==> src/rtl/rpvg_pkg.sv <==
`timescale 1ns / 1ps
package rpvg_pkg;
	localparam int MAX_SIDES_DEF    = 64;
	localparam int CORDIC_STEPS_DEF = 16;
	localparam int ATAN_ENTRIES     = 24;
	localparam logic signed [33:0] INV_GAIN = 34'sd652032875;

	function automatic logic [31:0] atan_turn(input logic [4:0] i);
		logic [31:0] r;
		case (i)
			5'd0: r = 32'd536870912;
			5'd1: r = 32'd316933406;
			5'd2: r = 32'd167458907;
			5'd3: r = 32'd85004756;
			5'd4: r = 32'd42667331;
			5'd5: r = 32'd21354465;
			5'd6: r = 32'd10679838;
			5'd7: r = 32'd5340245;
			5'd8: r = 32'd2670163;
			5'd9: r = 32'd1335087;
			5'd10: r = 32'd667544;
			5'd11: r = 32'd333772;
			5'd12: r = 32'd166886;
			5'd13: r = 32'd83443;
			5'd14: r = 32'd41722;
			5'd15: r = 32'd20861;
			5'd16: r = 32'd10430;
			5'd17: r = 32'd5215;
			5'd18: r = 32'd2608;
			5'd19: r = 32'd1304;
			5'd20: r = 32'd652;
			5'd21: r = 32'd326;
			5'd22: r = 32'd163;
			5'd23: r = 32'd81;
			default: r = '0;
		endcase
		return r;
	endfunction

	typedef struct packed {
		logic [15:0] radius;
		logic [8:0]  sides;
		logic signed [15:0] cx;
		logic signed [15:0] cy;
		logic [15:0] start;
		logic [31:0] step;
	} job_t;
endpackage

==> src/rtl/rpvg_front.sv <==
`timescale 1ns / 1ps
// Accepts requests, clamps the side count and works out the angle step by
// restoring division of 2^32 by the side count, one quotient bit a cycle.
module rpvg_front #(
	parameter int MAX_SIDES = rpvg_pkg::MAX_SIDES_DEF
) (
	input  logic clk,
	input  logic arst_n,
	input  logic in_valid,
	output logic in_ready,
	input  logic [15:0] radius_len,
	input  logic [6:0]  side_count,
	input  logic signed [15:0] centre_x,
	input  logic signed [15:0] centre_y,
	input  logic [15:0] start_angle,
	output logic q_valid,
	input  logic q_ready,
	output rpvg_pkg::job_t q_job
);
	import rpvg_pkg::*;
	typedef enum logic [1:0] {F_IDLE, F_DIV, F_OUT} fst_t;
	fst_t st_q;
	job_t job_q;
	logic [32:0] rem_q;
	logic [5:0] cnt_q;
	logic [8:0] sides_c;
	logic [33:0] trial;

	always_comb begin
		if (32'(side_count) > 32'(MAX_SIDES)) sides_c = 9'(MAX_SIDES);
		else sides_c = 9'(side_count);
	end
	// dividend is 2^32: its only set bit enters at the first step
	assign trial = {rem_q, (cnt_q == 6'd0)} - {25'd0, job_q.sides};
	assign in_ready = (st_q == F_IDLE);
	assign q_valid = (st_q == F_OUT);
	assign q_job = job_q;

	always_ff @(posedge clk or negedge arst_n) begin
		if (!arst_n) begin
			st_q <= F_IDLE;
			rem_q <= '0;
			cnt_q <= '0;
		end else begin
			case (st_q)
				F_IDLE: if (in_valid) begin
					job_q.radius <= radius_len;
					job_q.sides <= sides_c;
					job_q.cx <= centre_x;
					job_q.cy <= centre_y;
					job_q.start <= start_angle;
					job_q.step <= '0;
					rem_q <= '0;
					cnt_q <= '0;
					if (sides_c == 9'd0) st_q <= F_IDLE;
					else st_q <= F_DIV;
				end
				F_DIV: begin
					if (!trial[33]) begin
						rem_q <= trial[32:0];
						job_q.step <= {job_q.step[30:0], 1'b1};
					end else begin
						rem_q <= {rem_q[31:0], (cnt_q == 6'd0)};
						job_q.step <= {job_q.step[30:0], 1'b0};
					end
					cnt_q <= cnt_q + 6'd1;
					if (cnt_q == 6'd32) st_q <= F_OUT;
				end
				F_OUT: if (q_ready) st_q <= F_IDLE;
				default: st_q <= F_IDLE;
			endcase
		end
	end
endmodule

==> src/rtl/rpvg_back.sv <==
`timescale 1ns / 1ps
// Walks the vertices of one job: CORDIC one iteration a cycle, then the
// radius multiply, then round, add centre and saturate into the output register.
module rpvg_back #(
	parameter int CORDIC_STEPS = rpvg_pkg::CORDIC_STEPS_DEF
) (
	input  logic clk,
	input  logic arst_n,
	input  logic j_valid,
	output logic j_ready,
	input  rpvg_pkg::job_t j_job,
	output logic out_valid,
	input  logic out_ready,
	output logic signed [15:0] vertex_x,
	output logic signed [15:0] vertex_y,
	output logic [5:0] vertex_index,
	output logic last_vertex
);
	import rpvg_pkg::*;
	localparam int NSTEP = (CORDIC_STEPS > ATAN_ENTRIES) ? ATAN_ENTRIES : CORDIC_STEPS;
	typedef enum logic [2:0] {B_IDLE, B_LOAD, B_ROT, B_MUL, B_SUM, B_OUT} bst_t;
	bst_t st_q;
	job_t job_q;
	logic [31:0] acc_q;
	logic [8:0] k_q;
	logic [4:0] it_q;
	logic signed [33:0] x_q, y_q, z_q;
	logic flip_q;
	logic signed [50:0] px_q, py_q;
	logic signed [33:0] xs, ys, za;
	logic signed [33:0] z0;
	logic big;
	logic signed [21:0] rx, ry;
	logic signed [22:0] sx, sy;

	assign z0 = {{2{acc_q[31]}}, acc_q[31:16], 16'd0};
	assign big = (z0 > 34'sh040000000) || (z0 < -34'sh040000000);
	assign xs = x_q >>> it_q;
	assign ys = y_q >>> it_q;
	assign za = $signed({2'b00, atan_turn(it_q)});
	assign rx = 22'(px_q >>> 30);
	assign ry = 22'(py_q >>> 30);
	assign sx = 23'(rx) + 23'(job_q.cx);
	assign sy = 23'(ry) + 23'(job_q.cy);
	assign j_ready = (st_q == B_IDLE);

	always_ff @(posedge clk or negedge arst_n) begin
		if (!arst_n) begin
			st_q <= B_IDLE;
			out_valid <= 1'b0;
		end else begin
			case (st_q)
				B_IDLE: if (j_valid) begin
					job_q <= j_job;
					acc_q <= {j_job.start, 16'd0};
					k_q <= '0;
					st_q <= B_LOAD;
				end
				B_LOAD: begin
					// load angle, fold to the right half plane
					it_q <= '0;
					x_q <= INV_GAIN;
					y_q <= '0;
					flip_q <= big;
					z_q <= big ? {{2{~acc_q[31]}}, ~acc_q[31], acc_q[30:16], 16'd0} : z0;
					st_q <= B_ROT;
				end
				B_ROT: begin
					if (!z_q[33]) begin
						x_q <= x_q - ys;
						y_q <= y_q + xs;
						z_q <= z_q - za;
					end else begin
						x_q <= x_q + ys;
						y_q <= y_q - xs;
						z_q <= z_q + za;
					end
					it_q <= it_q + 5'd1;
					if (32'(it_q) == NSTEP - 1) st_q <= B_MUL;
				end
				B_MUL: begin
					px_q <= $signed({1'b0, job_q.radius}) * (flip_q ? -x_q : x_q)
						+ 51'sd536870912;
					py_q <= $signed({1'b0, job_q.radius}) * (flip_q ? -y_q : y_q)
						+ 51'sd536870912;
					st_q <= B_SUM;
				end
				B_SUM: begin
					vertex_x <= (sx > 23'sd32767) ? 16'sh7fff :
						(sx < -23'sd32768) ? 16'sh8000 : sx[15:0];
					vertex_y <= (sy > 23'sd32767) ? 16'sh7fff :
						(sy < -23'sd32768) ? 16'sh8000 : sy[15:0];
					vertex_index <= k_q[5:0];
					last_vertex <= (k_q + 9'd1 == job_q.sides);
					out_valid <= 1'b1;
					st_q <= B_OUT;
				end
				B_OUT: if (out_ready) begin
					out_valid <= 1'b0;
					if (k_q + 9'd1 == job_q.sides) st_q <= B_IDLE;
					else begin
						// advance to the next vertex
						k_q <= k_q + 9'd1;
						acc_q <= acc_q + job_q.step;
						st_q <= B_LOAD;
					end
				end
				default: st_q <= B_IDLE;
			endcase
		end
	end

`ifndef SYNTHESIS
	a_valid_in_out: assert property (@(posedge clk) disable iff (!arst_n)
		out_valid |-> st_q == B_OUT) else $error("valid outside output state");
	a_idx: assert property (@(posedge clk) disable iff (!arst_n)
		out_valid |-> k_q < job_q.sides) else $error("index beyond side count");
	a_it: assert property (@(posedge clk) disable iff (!arst_n)
		st_q == B_MUL |-> 32'(it_q) == NSTEP) else $error("short rotation");
`endif
endmodule

==> src/rtl/regular_polygon_vertex_generator_unit.sv <==
`timescale 1ns / 1ps
// Regular polygon vertex generator.
// Input channel (in_valid/in_ready): one request with radius, side count,
// centre and start angle. Output channel (out_valid/out_ready): one vertex
// item per side with its index and a last flag; a side count of zero gives
// no items, counts above MAX_SIDES are clamped.
// The front stage takes a request and divides 2^32 by the side count, one
// quotient bit a cycle, then hands the job through a one-entry queue; it
// takes the next request while the back stage is still busy.
// The back stage runs the CORDIC one iteration a cycle for each vertex in
// turn, then the radius multiply and the sum, so the time a polygon takes
// is bounded by the CORDIC loop.
// The vertex sits in an output register until taken; a stalled receiver
// stops the back stage, and the front stage stops once the queue is full.
// Reset clears both stages and the queue; no item is in flight afterwards.
module regular_polygon_vertex_generator_unit #(
	parameter int MAX_SIDES    = rpvg_pkg::MAX_SIDES_DEF,
	parameter int CORDIC_STEPS = rpvg_pkg::CORDIC_STEPS_DEF
) (
	input  logic clk,
	input  logic arst_n,
	input  logic in_valid,
	output logic in_ready,
	input  logic [15:0] radius_len,
	input  logic [6:0]  side_count,
	input  logic signed [15:0] centre_x,
	input  logic signed [15:0] centre_y,
	input  logic [15:0] start_angle,
	output logic out_valid,
	input  logic out_ready,
	output logic signed [15:0] vertex_x,
	output logic signed [15:0] vertex_y,
	output logic [5:0] vertex_index,
	output logic last_vertex
);
	import rpvg_pkg::*;
	logic f_valid, f_ready, b_valid, b_ready;
	job_t f_job, qjob_q;
	logic full_q;

	rpvg_front #(.MAX_SIDES(MAX_SIDES)) u_front (
		.clk, .arst_n, .in_valid, .in_ready, .radius_len, .side_count,
		.centre_x, .centre_y, .start_angle,
		.q_valid(f_valid), .q_ready(f_ready), .q_job(f_job));

	// one-entry job queue
	assign f_ready = !full_q;
	assign b_valid = full_q;
	always_ff @(posedge clk or negedge arst_n) begin
		if (!arst_n) full_q <= 1'b0;
		else if (f_valid && f_ready) full_q <= 1'b1;
		else if (b_valid && b_ready) full_q <= 1'b0;
	end
	always_ff @(posedge clk) if (f_valid && f_ready) qjob_q <= f_job;

	rpvg_back #(.CORDIC_STEPS(CORDIC_STEPS)) u_back (
		.clk, .arst_n, .j_valid(b_valid), .j_ready(b_ready), .j_job(qjob_q),
		.out_valid, .out_ready, .vertex_x, .vertex_y, .vertex_index, .last_vertex);
endmodule

==> config.mk <==
export PLATFORM = sky130hd
export DESIGN_NAME = regular_polygon_vertex_generator_unit
export DESIGN_NICKNAME = d
export VERILOG_FILES = /design/src/rtl/rpvg_pkg.sv /design/src/rtl/rpvg_front.sv /design/src/rtl/rpvg_back.sv /design/src/rtl/regular_polygon_vertex_generator_unit.sv
export SDC_FILE = /design/constraint.sdc
export NUM_CORES = 2
export LEC_CHECK = 0
export BUFFER_PORTS_ARGS = -buffer_cell sky130_fd_sc_hd__buf_2
export CAP_MARGIN = 20
export CORE_AREA = 5 5 516 518
export CTS_CLUSTER_DIAMETER = 80
export DETAILED_ROUTE_END_ITERATION = 10
export DIE_AREA = 0 0 521 523
export SLEW_MARGIN = 10
export SYNTH_ARGS = -nofsm -noshare
export SYNTH_HDL_FRONTEND = slang
export SYNTH_SLANG_ARGS = --single-unit
==> constraint.sdc <==
create_clock -name clk -period 15.9 [get_ports clk]
set_clock_uncertainty 0.05 [all_clocks]
set_input_delay 1.59 -clock clk [delete_from_list [all_inputs] [get_ports clk]]
set_output_delay 1.59 -clock clk [all_outputs]
set_load 0.005 [all_outputs]
==> Flow_metrics.wiki <==
{| class="wikitable"
! Metric !! Value
|-
| Result of the run || finished clean
|-
| Place WS || ~5500 ps
|-
| Unrepaired setup endpoints after global routing || no
|-
| WP data required || 16280 ps
|-
| Port-buffer cells || 115
|-
| Final Hold Fails || 0
|-
| Die extent in x || roughly 520 µm
|-
| Share of synthesized flip-flops with an asynchronous set or reset || 7.679%
|-
| Total die area || 0.2725 mm²
|-
| Gate count of the mapped netlist || 8368
|-
| Standard-cell rows || 188
|-
| Maximum clock path buffer count || 3
|-
| Count of placed standard cells in the final layout, fillers left out || 11770
|-
| Starting Density || 30.77%
|-
| Critical path class || reg2reg
|-
| Cell count of the worst hold path || 0
|-
| Post-Synthesis Net Count || slightly above 10000
|-
| Count of pins over their slew limit || 0
|-
| Yosys warning count || 0
|-
| Synthesis-to-layout area growth || 8.493%
|-
| Vias in the first global route || 61300
|-
| Initial antenna violation count || 6
|-
| Max capacitance violation total || 0
|-
| Sum Neg Setup Slack || 0 ps
|-
| Data arrival time of the critical path || 10660 ps
|-
| Setup slack of the critical path after layout || 5619 ps
|-
| CTS HTree Levels || 3
|-
| Number of resized instances in the post-cts repair step || 0
|-
| Post-layout min period || 10280 ps
|-
| Remaining routing DRC violations || 0
|-
| Critical Path Slowest Stage Cell || sky130_fd_sc_hd__a2111oi_0
|-
| Maximum fanout along the worst path || 13
|-
| # clock sinks || roughly 600
|-
| Fin nets || 10030
|-
| Delay contributed by the slowest stage of the critical path || 850 ps
|-
| Setup-violating endpoint count in the final report || 0
|-
| # hold bufs at CTS || 0
|-
| Fraction of the yosys area taken by sequential cells || a little over a fifth
|-
| Total wirelength of the detailed-routed design || 210600 µm
|-
| Kind of end point of the critical path || register
|-
| Peak Freq || 0.09726 GHz
|-
| Most frequent cell on the critical path || sky130_fd_sc_hd__fa_1
|-
| Cts bufs inserted || 70
|-
| Most frequent cells after synthesis || sky130_fd_sc_hd__inv_1, sky130_fd_sc_hd__fa_1, sky130_fd_sc_hd__nand2_1
|-
| CTS tree || done
|-
| Dominant cells by area after synthesis || sky130_fd_sc_hd__fa_1, sky130_fd_sc_hd__edfxtp_1, sky130_fd_sc_hd__ha_1, sky130_fd_sc_hd__inv_1, sky130_fd_sc_hd__and2_1
|-
| Wire length of the first global-routing pass || 341100 µm
|-
| Post-synthesis average cell area || ~9.6 µm²
|-
| Area fraction of the dominant cell type after synthesis || 28.53%
|-
| Detail-routed net length per standard cell || 17.89 µm
|-
| Routability congestion estimate from global placement || about 0.89
|-
| Largest net degree at the start of global routing || 73
|-
| Iteration-0 DRC Markers || about 3700
|-
| Final period util || 64.66%
|-
| Relative slew margins || about a quarter
|-
| Number of enable-type register cells in the synthesized netlist || 523
|-
| Overflow left after global routing || 0
|-
| Antenna violation net count after detailed routing || 0
|-
| Launching element type of the critical path || register
|-
| Clock transition at path regs || 60 ps
|-
| Height of the die || ~520 µm
|-
| Number of placed instances with taps included || 11640
|-
| Clock latency reported for the late side of the worst-skew pair || 700 ps
|-
| Via count || 57640
|-
| Routed vias/inst || 4.897
|-
| Global routing usage summed across all routing layers || 15.53%
|-
| Worst-Margin Slew || 1114 ps
|-
| Worst hold path type || reg2reg
|-
| Area of the core || around 0.26 mm²
|-
| Synth cell types || 103
|-
| Logic depth of the worst register-to-register path || 30
|-
| Master cell of the clock root buffer || sky130_fd_sc_hd__clkbuf_16
|-
| Ratio of cells with drive above 1 in the final layout || 6.624%
|-
| Final HPWL from detailed placement || about 160000 µm
|-
| Io pins || 116
|-
| Most instantiated library cell after synthesis || sky130_fd_sc_hd__inv_1
|-
| Synthesized area || 0.08035 mm²
|-
| FF+latch count, synth || about 600
|-
| Final core utilization || roughly a third
|-
| Synth area leader || sky130_fd_sc_hd__fa_1
|-
| Detailed-routing iteration count for the pre-antenna-repair pass || 5
|-
| Most used flip-flop cell after synthesis || sky130_fd_sc_hd__edfxtp_1
|-
| Post-CTS Setup Bufs || 0
|}
## path summary, 6_finish.rpt
kind	startpoint	end	slack, ps
setup / recovery	u_back.x_q[3]$_SDFFCE_PN1P_	u_back.px_q[48]$_DFFE_PP_	5620
hold reg to reg	qjob_q[5]$_DFFE_PP_	u_back.job_q[5]$_DFFE_PP_	350
setup reg to reg	u_back.x_q[3]$_SDFFCE_PN1P_	u_back.px_q[48]$_DFFE_PP_	5620
hold / removal	qjob_q[5]$_DFFE_PP_	u_back.job_q[5]$_DFFE_PP_	350
min in group asynchronous	arst_n	b_valid$_DFFE_PN0P_	800
max in group asynchronous	arst_n	u_front.st_q[0]$_DFFE_PN0P_	14080
## routing by layer
layer | vias up | part of all wire, % | GRT usage (%)
li1 | 26390 | - | -
met1 | 29430 | 44 | 20.92
met2 | 1541 | 48 | 26.65
met3 | 275 | 5.1 | 1.864
met4 | 0 | 2.3 | 3.837
met5 | - | 0 | 0
## flip-flops by register name, indices dropped and copies added, names as in the netlist, 30 cells and up
register and flops:
qjob_q 103, u_back.acc_q 32, u_back.job_q 87, u_back.x_q 34, u_back.y_q 34, u_back.z_q 34
u_back.za 30, u_front.q_job 103, u_front.rem_q 33
## cell type report
cell class / count / area [µm²]
Clock buffer: 85 / 1912
Fill cell: 26630 / 173900
Multi-Input combinational cell: 5701 / 55110
Sequential cell: 599 / 17460
Timing Repair Buffer: 248 / 1582
Inverter: 1671 / 6275
Clock inverter: 44 / 555.5
Antenna cell: 3 / 7.507
Tap cell: 3420 / 4279
## through the flow
stage                     area (µm²)  hold WS (ps)
after global routing           87170         362.6
after CTS                      87130         344.5
after floorplan                80350         350.3
after global placement         84650         351.0
after detailed placement       84660         354.5
final                          87180         353.5
## layout by cell type, fill, tap and decap left out, drive strengths merged, types with 29 or more instances in the layout
cell type and instances:
fa 1145, o21a 45, inv 1678, nand2b 52, mux2 53, xnor2 258
a21oi 238, mux4 81, nand2 849, dfxtp 30, o211ai 29, nand4 29
nor2b 52, and3 32, o21bai 29, nor2 294, nor3 81, mux2i 52
and2 790, clkbuf 86, xor2 167, or3 31, a21o 119, edfxtp 523
o21ai 277, ha 520, a211oi 39, nand3 79, a31oi 40, dfrtp 46
buf 247
## cells by family (layout without fill, tap and decap cells)
logic type	count (synthesis)	in the layout	synth area share [%]
simple gates	2390	2390	14.98
buf+inv	2068	2048	9.969
fa+ha+maj	1665	1665	36.62
compound gates	1035	1035	8.332
flops	599	599	21.73
xor+xnor	425	425	4.633
mux	186	186	3.742
other cells	0	3	0
## critical path: cells and delay by family (launching register included)
kind	cells	cell delay, ps
AOI/OAI and AO/OA	7	2540
DFF	1	510
xor gates and xnor gates	2	300
adders and majority gates	7	3360
and+or+nand+nor	9	2830
buffers and inverters	5	450
Power is not shown: default switching activity piles up to over one toggle a cycle in this logic, so the estimate is an artifact.
